**src/hdl/dcl_pkg.sv**
```systemverilog
`timescale 1ns / 1ps
`default_nettype none
package dcl_pkg;

    localparam int MAX_POINTS_DEF = 256;
    localparam int MAX_DIMS       = 4;
    localparam int COORD_BITS     = 16;
    localparam int IDX_BITS       = 8;
    localparam int LABEL_BITS     = 9;
    localparam int COUNT_BITS     = 9;
    localparam int RADIUS_BITS    = 34;
    localparam int MINNB_BITS     = 9;
    localparam int NPTS_BITS      = 9;
    localparam int DIMS_BITS      = 3;

    localparam int LABEL_UNCLASS  = -2;
    localparam int LABEL_NOISE    = -1;

    localparam logic [1:0] OP_LOAD = 2'd0;
    localparam logic [1:0] OP_RUN  = 2'd1;
    localparam logic [1:0] OP_READ = 2'd2;

    localparam logic [1:0] REG_RADIUS = 2'd0;
    localparam logic [1:0] REG_MIN_NB = 2'd1;
    localparam logic [1:0] REG_NPTS   = 2'd2;
    localparam logic [1:0] REG_DIMS   = 2'd3;

    typedef enum logic [1:0] {
        SW_CLEAR,
        SW_COUNT,
        SW_OPEN,
        SW_SEED
    } sweep_t;

    typedef enum logic [3:0] {
        ST_CLR_GO,
        ST_CLR_WAIT,
        ST_IDLE,
        ST_INIT_WAIT,
        ST_FETCH,
        ST_CHECK,
        ST_OCNT,
        ST_OPEN,
        ST_POP,
        ST_SFETCH,
        ST_STAKE,
        ST_SCNT,
        ST_SACT,
        ST_RESP
    } state_t;

    typedef struct packed {
        logic   load;
        logic   rd_label;
        logic   sweep_go;
        sweep_t mode;
        logic   sweep_all;
        logic   run_init;
        logic   fetch_i;
        logic   take_p;
        logic   mark_noise;
        logic   mark_open;
        logic   next_i;
        logic   pop;
        logic   fetch_seed;
        logic   cluster_done;
    } dp_cmd_t;

    typedef struct packed {
        logic sweep_busy;
        logic lbl_unclass;
        logic is_core;
        logic fifo_empty;
        logic i_done;
    } dp_stat_t;

endpackage
`default_nettype wire

```
**src/hdl/dcl_ctrl.sv**
```systemverilog
`timescale 1ns / 1ps
`default_nettype none
module dcl_ctrl (
    input  wire logic              aclk,
    input  wire logic              aresetn,
    input  wire logic              in_valid,
    input  wire logic [1:0]        in_opcode,
    input  wire logic              out_busy,
    input  wire dcl_pkg::dp_stat_t stat,
    output logic                   in_ready,
    output logic                   res_push,
    output dcl_pkg::dp_cmd_t       cmd
);
    import dcl_pkg::*;

    state_t state_reg, state_next;
    logic   accept;

    assign accept = in_valid && !out_busy && (state_reg == ST_IDLE);

    always_ff @(posedge aclk) begin
        if (!aresetn) begin
            state_reg <= ST_CLR_GO;
        end else begin
            state_reg <= state_next;
        end
    end

    always_comb begin
        state_next = state_reg;
        case (state_reg)
            ST_CLR_GO:    state_next = ST_CLR_WAIT;
            ST_CLR_WAIT:  if (!stat.sweep_busy) state_next = ST_IDLE;
            ST_IDLE: begin
                if (accept) begin
                    state_next = (in_opcode == OP_RUN) ? ST_INIT_WAIT : ST_RESP;
                end
            end
            ST_INIT_WAIT: if (!stat.sweep_busy) state_next = ST_FETCH;
            ST_FETCH:     state_next = stat.i_done ? ST_RESP : ST_CHECK;
            ST_CHECK:     state_next = stat.lbl_unclass ? ST_OCNT : ST_FETCH;
            ST_OCNT: begin
                if (!stat.sweep_busy) begin
                    state_next = stat.is_core ? ST_OPEN : ST_FETCH;
                end
            end
            ST_OPEN:      if (!stat.sweep_busy) state_next = ST_POP;
            ST_POP:       state_next = stat.fifo_empty ? ST_FETCH : ST_SFETCH;
            ST_SFETCH:    state_next = ST_STAKE;
            ST_STAKE:     state_next = ST_SCNT;
            ST_SCNT: begin
                if (!stat.sweep_busy) begin
                    state_next = stat.is_core ? ST_SACT : ST_POP;
                end
            end
            ST_SACT:      if (!stat.sweep_busy) state_next = ST_POP;
            ST_RESP:      state_next = ST_IDLE;
            default:      state_next = ST_IDLE;
        endcase
    end

    always_comb begin
        cmd      = '0;
        in_ready = 1'b0;
        res_push = 1'b0;
        case (state_reg)
            ST_CLR_GO: begin
                cmd.sweep_go  = 1'b1;
                cmd.mode      = SW_CLEAR;
                cmd.sweep_all = 1'b1;
            end
            ST_IDLE: begin
                in_ready = !out_busy;
                if (accept) begin
                    case (in_opcode)
                        OP_LOAD: cmd.load = 1'b1;
                        OP_READ: cmd.rd_label = 1'b1;
                        OP_RUN: begin
                            cmd.sweep_go = 1'b1;
                            cmd.mode     = SW_CLEAR;
                            cmd.run_init = 1'b1;
                        end
                        default: ;
                    endcase
                end
            end
            ST_FETCH: cmd.fetch_i = !stat.i_done;
            ST_CHECK: begin
                if (stat.lbl_unclass) begin
                    cmd.take_p   = 1'b1;
                    cmd.sweep_go = 1'b1;
                    cmd.mode     = SW_COUNT;
                end else begin
                    cmd.next_i = 1'b1;
                end
            end
            ST_OCNT: begin
                if (!stat.sweep_busy) begin
                    if (stat.is_core) begin
                        cmd.mark_open = 1'b1;
                        cmd.sweep_go  = 1'b1;
                        cmd.mode      = SW_OPEN;
                    end else begin
                        cmd.mark_noise = 1'b1;
                        cmd.next_i     = 1'b1;
                    end
                end
            end
            ST_POP: begin
                if (stat.fifo_empty) begin
                    cmd.cluster_done = 1'b1;
                    cmd.next_i       = 1'b1;
                end else begin
                    cmd.pop = 1'b1;
                end
            end
            ST_SFETCH: cmd.fetch_seed = 1'b1;
            ST_STAKE: begin
                cmd.take_p   = 1'b1;
                cmd.sweep_go = 1'b1;
                cmd.mode     = SW_COUNT;
            end
            ST_SCNT: begin
                if (!stat.sweep_busy && stat.is_core) begin
                    cmd.sweep_go = 1'b1;
                    cmd.mode     = SW_SEED;
                end
            end
            ST_RESP: res_push = 1'b1;
            default: ;
        endcase
    end

endmodule
`default_nettype wire

```
**config.mk**
```make
export PLATFORM = sky130hd
export DESIGN_NAME = dcl_ctrl
export DESIGN_NICKNAME = d
export VERILOG_FILES = /design/src/hdl/dcl_pkg.sv /design/src/hdl/dcl_ctrl.sv
export SDC_FILE = /design/constraint.sdc
export NUM_CORES = 1
export LEC_CHECK = 0
export ABC_CLOCK_PERIOD_IN_PS = 3650
export BUFFER_PORTS_ARGS = -buffer_cell sky130_fd_sc_hd__buf_2
export CAP_MARGIN = 25
export CORE_MARGIN = 2
export CORE_UTILIZATION = 39
export CTS_BUF_LIST = sky130_fd_sc_hd__clkbuf_4
export DETAILED_ROUTE_END_ITERATION = 12
export GPL_TIMING_DRIVEN = 0
export PLACE_DENSITY_LB_ADDON = 0.08
export SYNTH_ARGS = -nofsm -noshare
export SYNTH_HDL_FRONTEND = slang
export SYNTH_SLANG_ARGS = --single-unit
```
**constraint.sdc**
```tcl
create_clock -name aclk -period 3.65 [get_ports aclk]
set_input_delay 0.9125 -clock aclk [delete_from_list [all_inputs] [get_ports aclk]]
set_output_delay 0.9125 -clock aclk [all_outputs]
set_load 0.05 [all_outputs]
```
==> results of run 1 <==
[cells in the mapped netlist (2+ instances only)]
cell      n  area [sq um]
mux2i_1   2          20.0
nor2b_1   3          18.8
nand2_1   5          18.8
o21ai_0   4          20.0
a31oi_1   2          12.5
o21ai_1   2          10.0
a21oi_1   6          30.0
buf_4     2          15.0
o32ai_1   2          17.5
nor3_1    4          20.0
and2b_1   2          15.0
a211oi_2  2          25.0
nor2_1    5          18.8
dfxtp_1   4          80.1
nand2b_1  5          31.3
nor4_1    5          31.3
nor2_2    2          12.5
inv_1     4          15.0
buf_2     4          20.0
[layout make-up]
class / count / area [sq um] / area share (%)
repair buffers: 27 / 135 / 15.6
flip-flops and latches: 4 / 80.1 / 9.22
multi-input cells: 74 / 541 / 62.2
plain buffers: 8 / 50.0 / 5.76
inverters: 5 / 18.8 / 2.16
clock buffers: 3 / 22.5 / 2.59
well taps: 17 / 21.3 / 2.45
[per-stage QoR]
stage / util [%] / power (mW)
2_1_floorplan: - / 0.669
3_3_place_gp: 50.6 / 0.813
3_5_place_dp: 50.6 / 0.819
4_1_cts: 52.0 / 0.877
5_1_grt: 52.0 / 0.942
6_report: 52.0 / 0.875
[logic make-up after synthesis]
logic type             count (synthesis)  share of synthesized area [%]
AND/OR/NAND/NOR                       43                           41.4
AO/OA/AOI/OAI                         29                           33.6
buffers and inverters                 13                           10.2
flip-flops                             4                           11.8
multiplexers                           2                           2.96
[report_power, final]
group | internal, mW | switching, mW | total [mW]
Sequential | 0.0679 | 0.0259 | 0.0938
Clock | 0.0368 | 0.0178 | 0.0546
Combinational | 0.244 | 0.482 | 0.727
[worst paths after layout]
kind                     start           end  slack [ps]  cells after the start
setup / recovery       stat[4]       cmd[12]         630                      6
hold / removal    state_reg[2]  state_reg[3]         780                      3
setup reg to reg  state_reg[3]  state_reg[2]        2080                      4
hold reg to reg   state_reg[2]  state_reg[3]         780                      3
[metal layers]
metal	vias up	GRT usage (%)	share of wire, %
met5	-	0	0
met3	0	5.95	5.9
met2	32	33.2	46
li1	405	-	-
met4	0	1.76	0
met1	364	28.7	48
[worst reg2reg max path, cell delays in order (launching register included)]
cell	delay, ps
dfxtp_1	370
or4b_4	620
o32a_1	210
a21oi_1	180
a211oi_2	70
==> results.cfg, run 1 <==
[layout]
synthToLayoutAreaGrowth_pct = 28.3
final_layout_size_suffix_gt1_share_pct = 42.1
layout_common_cells = buf_2 (31), a21oi_1 (6), nand2b_1 (5), nor2_1 (5), nand2_1 (5)
fillerInstances = 182
layout.cells.non_filler = 138
number_of_flip_flops_under_the_largest_register_name = 4
number_of_antenna_repair_diodes = 0
fin_area_sq_um = 868
final_stage_net_count = 134
mostFrequentLayoutCell = buf_2

[flow_run]
cap_violations = 0

[logic_synthesis]
synth.ff_latch_count = 4
synth_edf_count = 0
post_synth.cell_area_avg_sq_um = 7.44
mappedNetlistNets = 102
warnings_synthesis = 0
synth-seq-area-share_pct = 11.8
area_of_the_mapped_netlist_sq_um = 677
yosysUniqueCellTypes = 45
async_reset_ff_share_pct = 0
postSynthCellCount = 91
synthFlopType = dfxtp_1

[route]
wire_per_inst_microns = 14.6
detail_route.first_pass.iterations = 4
route.vias.total = 801
via_per_inst = 5.80
drt_iter0_markers = 19
detail-route-antenna-nets = 0
remaining_drc_errors = 0
finalWirelength_microns = 2020

[placed_design]
dp_slack_ps = 643
dpl.cell_count = 135
detailedPlacementHpwl_microns = 1520
gp_routability_congestion = 0.815
port_buffers = 27
place_area_sq_um = 846

[floorplan]
core_area_sq_um = 1670
initial_core_util_pct = 40.5
fp-row-count = 15
die_height_microns = 45.7
die_x_microns = 45.7
io-pin-count = 28
floorplan.die_area_sq_um = 2080

[global_route]
grt_start_max_net_pins = 11
grt_pass1_vias = 684
grt_pass1_wl_microns = 3120
grt.total_usage_pct = 20.8
antenna_found_initial = 0
overflow = 0

[clock_network]
clk_path_buf_depth = 2
total_cts_buffers = 3
postCtsSetupBuffers = 0
holdBufCountCts = 0
clock_tree_from_tritoncts = done
ctsRootBufferMaster = clkbuf_4
cts_htree_levels = 1
ctsResizeCount = 0
clk_pin_slew_ps = 40
numClockSinks = 4
clock_insertion_delay_worst_skew_ps = 240

[sta]
tns_ps = 0
period_share_pct = 82.8
final_period_minus_worst_setup_slack_ps = 3020
worst_slack_ps = 628
hold_violations = 0
fin_skew_ps = 3.71
hold_ws_ps = 781
final-max-slew-violation-count = 0
report.final.setup_viol = 0
max-slew-margin-rel_pct = 73.4
worstMarginPinSlew_ps = 388
grt_setup_unrepaired = no
max_clock_freq_mhz = 331

[min_path]
hold_path.class = flip-flop to flip-flop

[worst_setup_path]
cp-start-kind = input pin
worst_setup_path_end_kind = output pin
critical_path.max_stage_delay_ps = 400
crit_type = input pin to output pin
cp.buffers_inverters = 3
crit_path_frequent_cell = buf_2
cp_cell_sequence = buf_2 > inv_1 > a21oi_1 > o32ai_1 > or4_1 > buf_2
cpLargestDelayFamily = buffers and inverters
critPathArrivalTime_ps = 2110
slowest_stage = or4_1
path_max_fanout = 6
crit_required_ps = 2740

[power]
powerDensity_nw_per_um2 = 1010
max-vdd-ir-drop_mv = 0.540
standby_leakage_power_nw = 0.387

[run_status]
result_of_the_run = finished, final reports clean
No activity file was read; power rests on OpenSTA's default activity.
==> inputs of run 2 (changes only) <==
--- a/config.mk
+++ b/config.mk
@@ -5,7 +5,7 @@
 export SDC_FILE = /design/constraint.sdc
 export NUM_CORES = 1
 export LEC_CHECK = 0
-export ABC_CLOCK_PERIOD_IN_PS = 3650
+export ABC_CLOCK_PERIOD_IN_PS = 3000
 export BUFFER_PORTS_ARGS = -buffer_cell sky130_fd_sc_hd__buf_2
 export CAP_MARGIN = 25
 export CORE_MARGIN = 2
==> constraint.sdc (replaced) <==
create_clock -name aclk -period 3 [get_ports aclk]
set_input_delay 0.75 -clock aclk [delete_from_list [all_inputs] [get_ports aclk]]
set_output_delay 0.75 -clock aclk [all_outputs]
set_load 0.05 [all_outputs]
==> results.cfg, run 2 (synthesis gave the netlist of run 1 again) <==
[run_status]
result_of_the_run = finished, final reports clean

[global_route]
antenna_found_initial = 0
overflow = 0
grt_pass1_vias = 593
grt.total_usage_pct = 18.8
grt_pass1_wl_microns = 2800
grt_start_max_net_pins = 11

[worst_setup_path]
cp_cell_sequence = buf_2 > inv_1 > a21oi_1 > o32ai_1 > or4_1 > buf_2
rrSetupSlack_ps = 1450
crit_path_frequent_cell = buf_2
crit_required_ps = 2250
critPathArrivalTime_ps = 1950
worst_setup_path_end_kind = output pin
critical_path.max_stage_delay_ps = 400
crit_type = input pin to output pin
path_max_fanout = 6
slowest_stage = or4_1
cp-start-kind = input pin

[sta]
worstMarginPinSlew_ps = 423
max_clock_freq_mhz = 371
report.final.setup_viol = 0
fin_skew_ps = 3.61
final-max-slew-violation-count = 0
hold_violations = 0
tns_ps = 0
max-slew-margin-rel_pct = 71.8
final_period_minus_worst_setup_slack_ps = 2700
grt_setup_unrepaired = no
period_share_pct = 89.9

[layout]
post-route-util_pct = 52.4
mostFrequentLayoutCell = buf_2
multi_input_comb_area_sq_um = 547
fillerInstances = 181
seqCellArea_sq_um = 80.1
final_layout_size_suffix_gt1_share_pct = 43.0
layout_common_cells = buf_2 (31), a21oi_1 (6), nand2b_1 (5), nor2_1 (5), nand2_1 (5)
final_stage_net_count = 134
synthToLayoutAreaGrowth_pct = 29.2
number_of_antenna_repair_diodes = 0
number_of_flip_flops_under_the_largest_register_name = 4

[route]
finalWirelength_microns = 1910
wire_per_inst_microns = 13.8
detail-route-antenna-nets = 0
via_per_inst = 5.78
detail_route.first_pass.iterations = 4
remaining_drc_errors = 0
route.vias.total = 797
drt_iter0_markers = 10

[placed_design]
gp_routability_congestion = 0.842
port_buffers = 27
detailedPlacementHpwl_microns = 1470

[flow_run]
cap_violations = 0

[min_path]
hold_path.class = input pin to flip-flop

[floorplan]
core_area_sq_um = 1670
floorplan.die_area_sq_um = 2080
initial_core_util_pct = 40.5
io-pin-count = 28
die_height_microns = 45.7
fp-row-count = 15
die_x_microns = 45.7

[clock_network]
numClockSinks = 4
ctsRootBufferMaster = clkbuf_4
postCtsSetupBuffers = 0
total_cts_buffers = 3
holdBufCountCts = 0
cts_htree_levels = 1
clock_tree_from_tritoncts = done
clk_path_buf_depth = 2
ctsResizeCount = 0
clock_insertion_delay_worst_skew_ps = 230
clk_pin_slew_ps = 30

[power]
powerDensity_nw_per_um2 = 1210
max-vdd-ir-drop_mv = 0.551
standby_leakage_power_nw = 0.388
totalPowerFinal_mw = 1.06
[run 2: cell counts in the layout (fill, tap and decap cells not counted)]
No cell type changed its count.
[run 2: per-stage QoR]
step                setup slack (ps)  hold WS (ps)  area [sq um]  instances
floorplan                       -492           700           696         91
global placement                 325           764           852        135
detailed placement               320           772           852        135
CTS                              313           768           875        138
global route                     229           761           875        138
finish                           303           775           875        138
[run 2: layout make-up]
type	count	area share [%]
plain buffers	8	5.72
clock buffers	3	2.58
inverters	5	2.15
multi-input cells	74	62.5
flip-flops and latches	4	9.16
well taps	17	2.43
repair buffers	27	15.5
[run 2: final timing paths]
kind,to,from,cells after the start
setup / recovery,cmd[12],stat[4],6
setup reg to reg,state_reg[2],state_reg[3],4
hold / removal,state_reg[1],aresetn,3
hold reg to reg,state_reg[3],state_reg[2],3
[run 2: layer usage]
metal | vias to the layer above | global-route usage, % | part of all wire [%] | routed length (microns)
li1 | 409 | - | - | -
met3 | 0 | 5.95 | 6.1 | 117
met2 | 23 | 27.0 | 45 | 863
met4 | 0 | 1.76 | 0 | 0
met5 | - | 0 | 0 | 0
met1 | 365 | 28.0 | 49 | 924
[run 2: power breakdown]
group	total (mW)	leakage, nW	internal (mW)	switching, mW
Combinational	0.881	0.341	0.299	0.582
Sequential	0.112	0.0332	0.0826	0.0292
Clock	0.0650	0.0138	0.0446	0.0203
Total	1.06	0.388	0.426	0.631
[run 2: critical path, delay by kind of cell]
kind	cells	cell delay, ps
compound gates	2	280
buf+inv	3	510
simple gates	1	400
==> inputs of run 3 (changes only) <==
--- a/config.mk
+++ b/config.mk
@@ -8,8 +8,10 @@
 export ABC_CLOCK_PERIOD_IN_PS = 3000
 export BUFFER_PORTS_ARGS = -buffer_cell sky130_fd_sc_hd__buf_2
 export CAP_MARGIN = 25
+export CELL_PAD_IN_SITES_DETAIL_PLACEMENT = 0
+export CELL_PAD_IN_SITES_GLOBAL_PLACEMENT = 1
 export CORE_MARGIN = 2
-export CORE_UTILIZATION = 39
+export CORE_UTILIZATION = 34
 export CTS_BUF_LIST = sky130_fd_sc_hd__clkbuf_4
 export DETAILED_ROUTE_END_ITERATION = 12
 export GPL_TIMING_DRIVEN = 0
==> results.cfg, run 3 (synthesis gave the netlist of run 1 again) <==
[global_route]
overflow = 0
grt_start_max_net_pins = 11
grt.total_usage_pct = 19.8
grt_pass1_wl_microns = 3710
antenna_found_initial = 0
grt_pass1_vias = 792

[placed_design]
detailedPlacementHpwl_microns = 1590
place_area_sq_um = 865
gp_routability_congestion = 0.769
port_buffers = 27
dpl.cell_count = 145

[sta]
final-max-slew-violation-count = 0
final_period_minus_worst_setup_slack_ps = 2700
hold_violations = 0
report.final.setup_viol = 0
grt_setup_unrepaired = no
period_share_pct = 90.1
max-slew-margin-rel_pct = 71.6
max_clock_freq_mhz = 370
worstMarginPinSlew_ps = 425
fin_skew_ps = 6.58

[route]
via_per_inst = 5.52
detail_route.first_pass.iterations = 4
route.vias.total = 817
finalWirelength_microns = 2130
remaining_drc_errors = 0
wire_per_inst_microns = 14.4
detail-route-antenna-nets = 0
drt_iter0_markers = 13

[run_status]
result_of_the_run = finished, final reports clean

[worst_setup_path]
crit_required_ps = 2250
cp-start-kind = input pin
path_max_fanout = 6
critPathArrivalTime_ps = 1950
crit_type = input pin to output pin
worst_setup_path_end_kind = output pin

[floorplan]
core_area_sq_um = 1920
floorplan.die_area_sq_um = 2360
fp-row-count = 16
io-pin-count = 28
initial_core_util_pct = 35.2
die_height_microns = 48.6
die_x_microns = 48.6

[clock_network]
ctsRootBufferMaster = clkbuf_4
clock_insertion_delay_worst_skew_ps = 250
total_cts_buffers = 3
clk_path_buf_depth = 2
ctsResizeCount = 0
numClockSinks = 4
clk_pin_slew_ps = 40
cts_htree_levels = 1
clock_tree_from_tritoncts = done
holdBufCountCts = 0
postCtsSetupBuffers = 0

[power]
p_sw_share_pct = 60.4
totalPowerFinal_mw = 1.08
powerDensity_nw_per_um2 = 1210
switchingPower_mw = 0.650
max-vdd-ir-drop_mv = 0.418
clock_power_share_pct = 6.7
cell_internal_pwr_mw = 0.426
standby_leakage_power_nw = 0.388
combinationalPowerShare_pct = 83.0
seqPwrFrac_pct = 10.3

[layout]
mostFrequentLayoutCell = buf_2
layout_common_cells = buf_2 (31), a21oi_1 (6), nand2b_1 (5), nor2_1 (5), nand2_1 (5)
final_stage_net_count = 134
final_layout_size_suffix_gt1_share_pct = 43.0
synthToLayoutAreaGrowth_pct = 31.1
post-route-util_pct = 46.2
number_of_antenna_repair_diodes = 0
number_of_flip_flops_under_the_largest_register_name = 4
fin_area_sq_um = 887
layout.cells.non_filler = 148

[flow_run]
cap_violations = 0

[min_path]
hold_path.class = input pin to flip-flop
==> run 3: cell counts in the layout (fill, tap and decap cells not counted) <==
Identical to the previous run, type by type.
==> run 3: through the flow <==
stage | hold slack (ps) | setup TNS (ps) | worst slack (ps)
floorplan | 700 | -492 | -492
global placement | 758 | 0 | 306
detailed placement | 785 | 0 | 306
CTS | 763 | 0 | 299
global route | 778 | 0 | 190
finish | 764 | 0 | 296
==> run 3: per-layer routing <==
layer	share of wire, %	vias to the layer above	wire length, microns	GRT usage (%)
li1	-	407	-	-
met1	47	383	1010	26.8
met4	0.61	0	13	5.71
met3	5.3	2	114	3.09
met5	0	-	0	0
met2	47	25	996	32.4
==> run 3: final timing paths <==
path	slack, ps	to	cells after the start	from
max	300	cmd[12]	6	stat[4]
min	760	state_reg[1]	3	aresetn
max reg2reg	1440	state_reg[2]	5	state_reg[2]
min reg2reg	800	state_reg[3]	3	state_reg[2]
==> run 3: cell type report <==
type                       count  area (sq um)
buffer                         8          50.0
clock buffer                   3          22.5
fill                         209          1030
inverter                       5          18.8
multi-input combinational     74           547
sequential                     4          80.1
tap                           27          33.8
timing repair buffer          27           135
==> run 3: power by group through the flow <==
stage               Combinational, mW  Sequential (mW)  Clock (mW)
finish                          0.893            0.111      0.0725
global route                    0.973            0.116      0.0766
CTS                             0.895            0.111      0.0733
detailed placement              0.893            0.112           0
global placement                0.896            0.111           0
floorplan                       0.716            0.103           0
==> run 3: worst max-delay path, cell delays in order <==
cell,delay [ps]
buf_2,150
inv_1,150
a21oi_1,170
o32ai_1,100
or4_1,400
buf_2,230
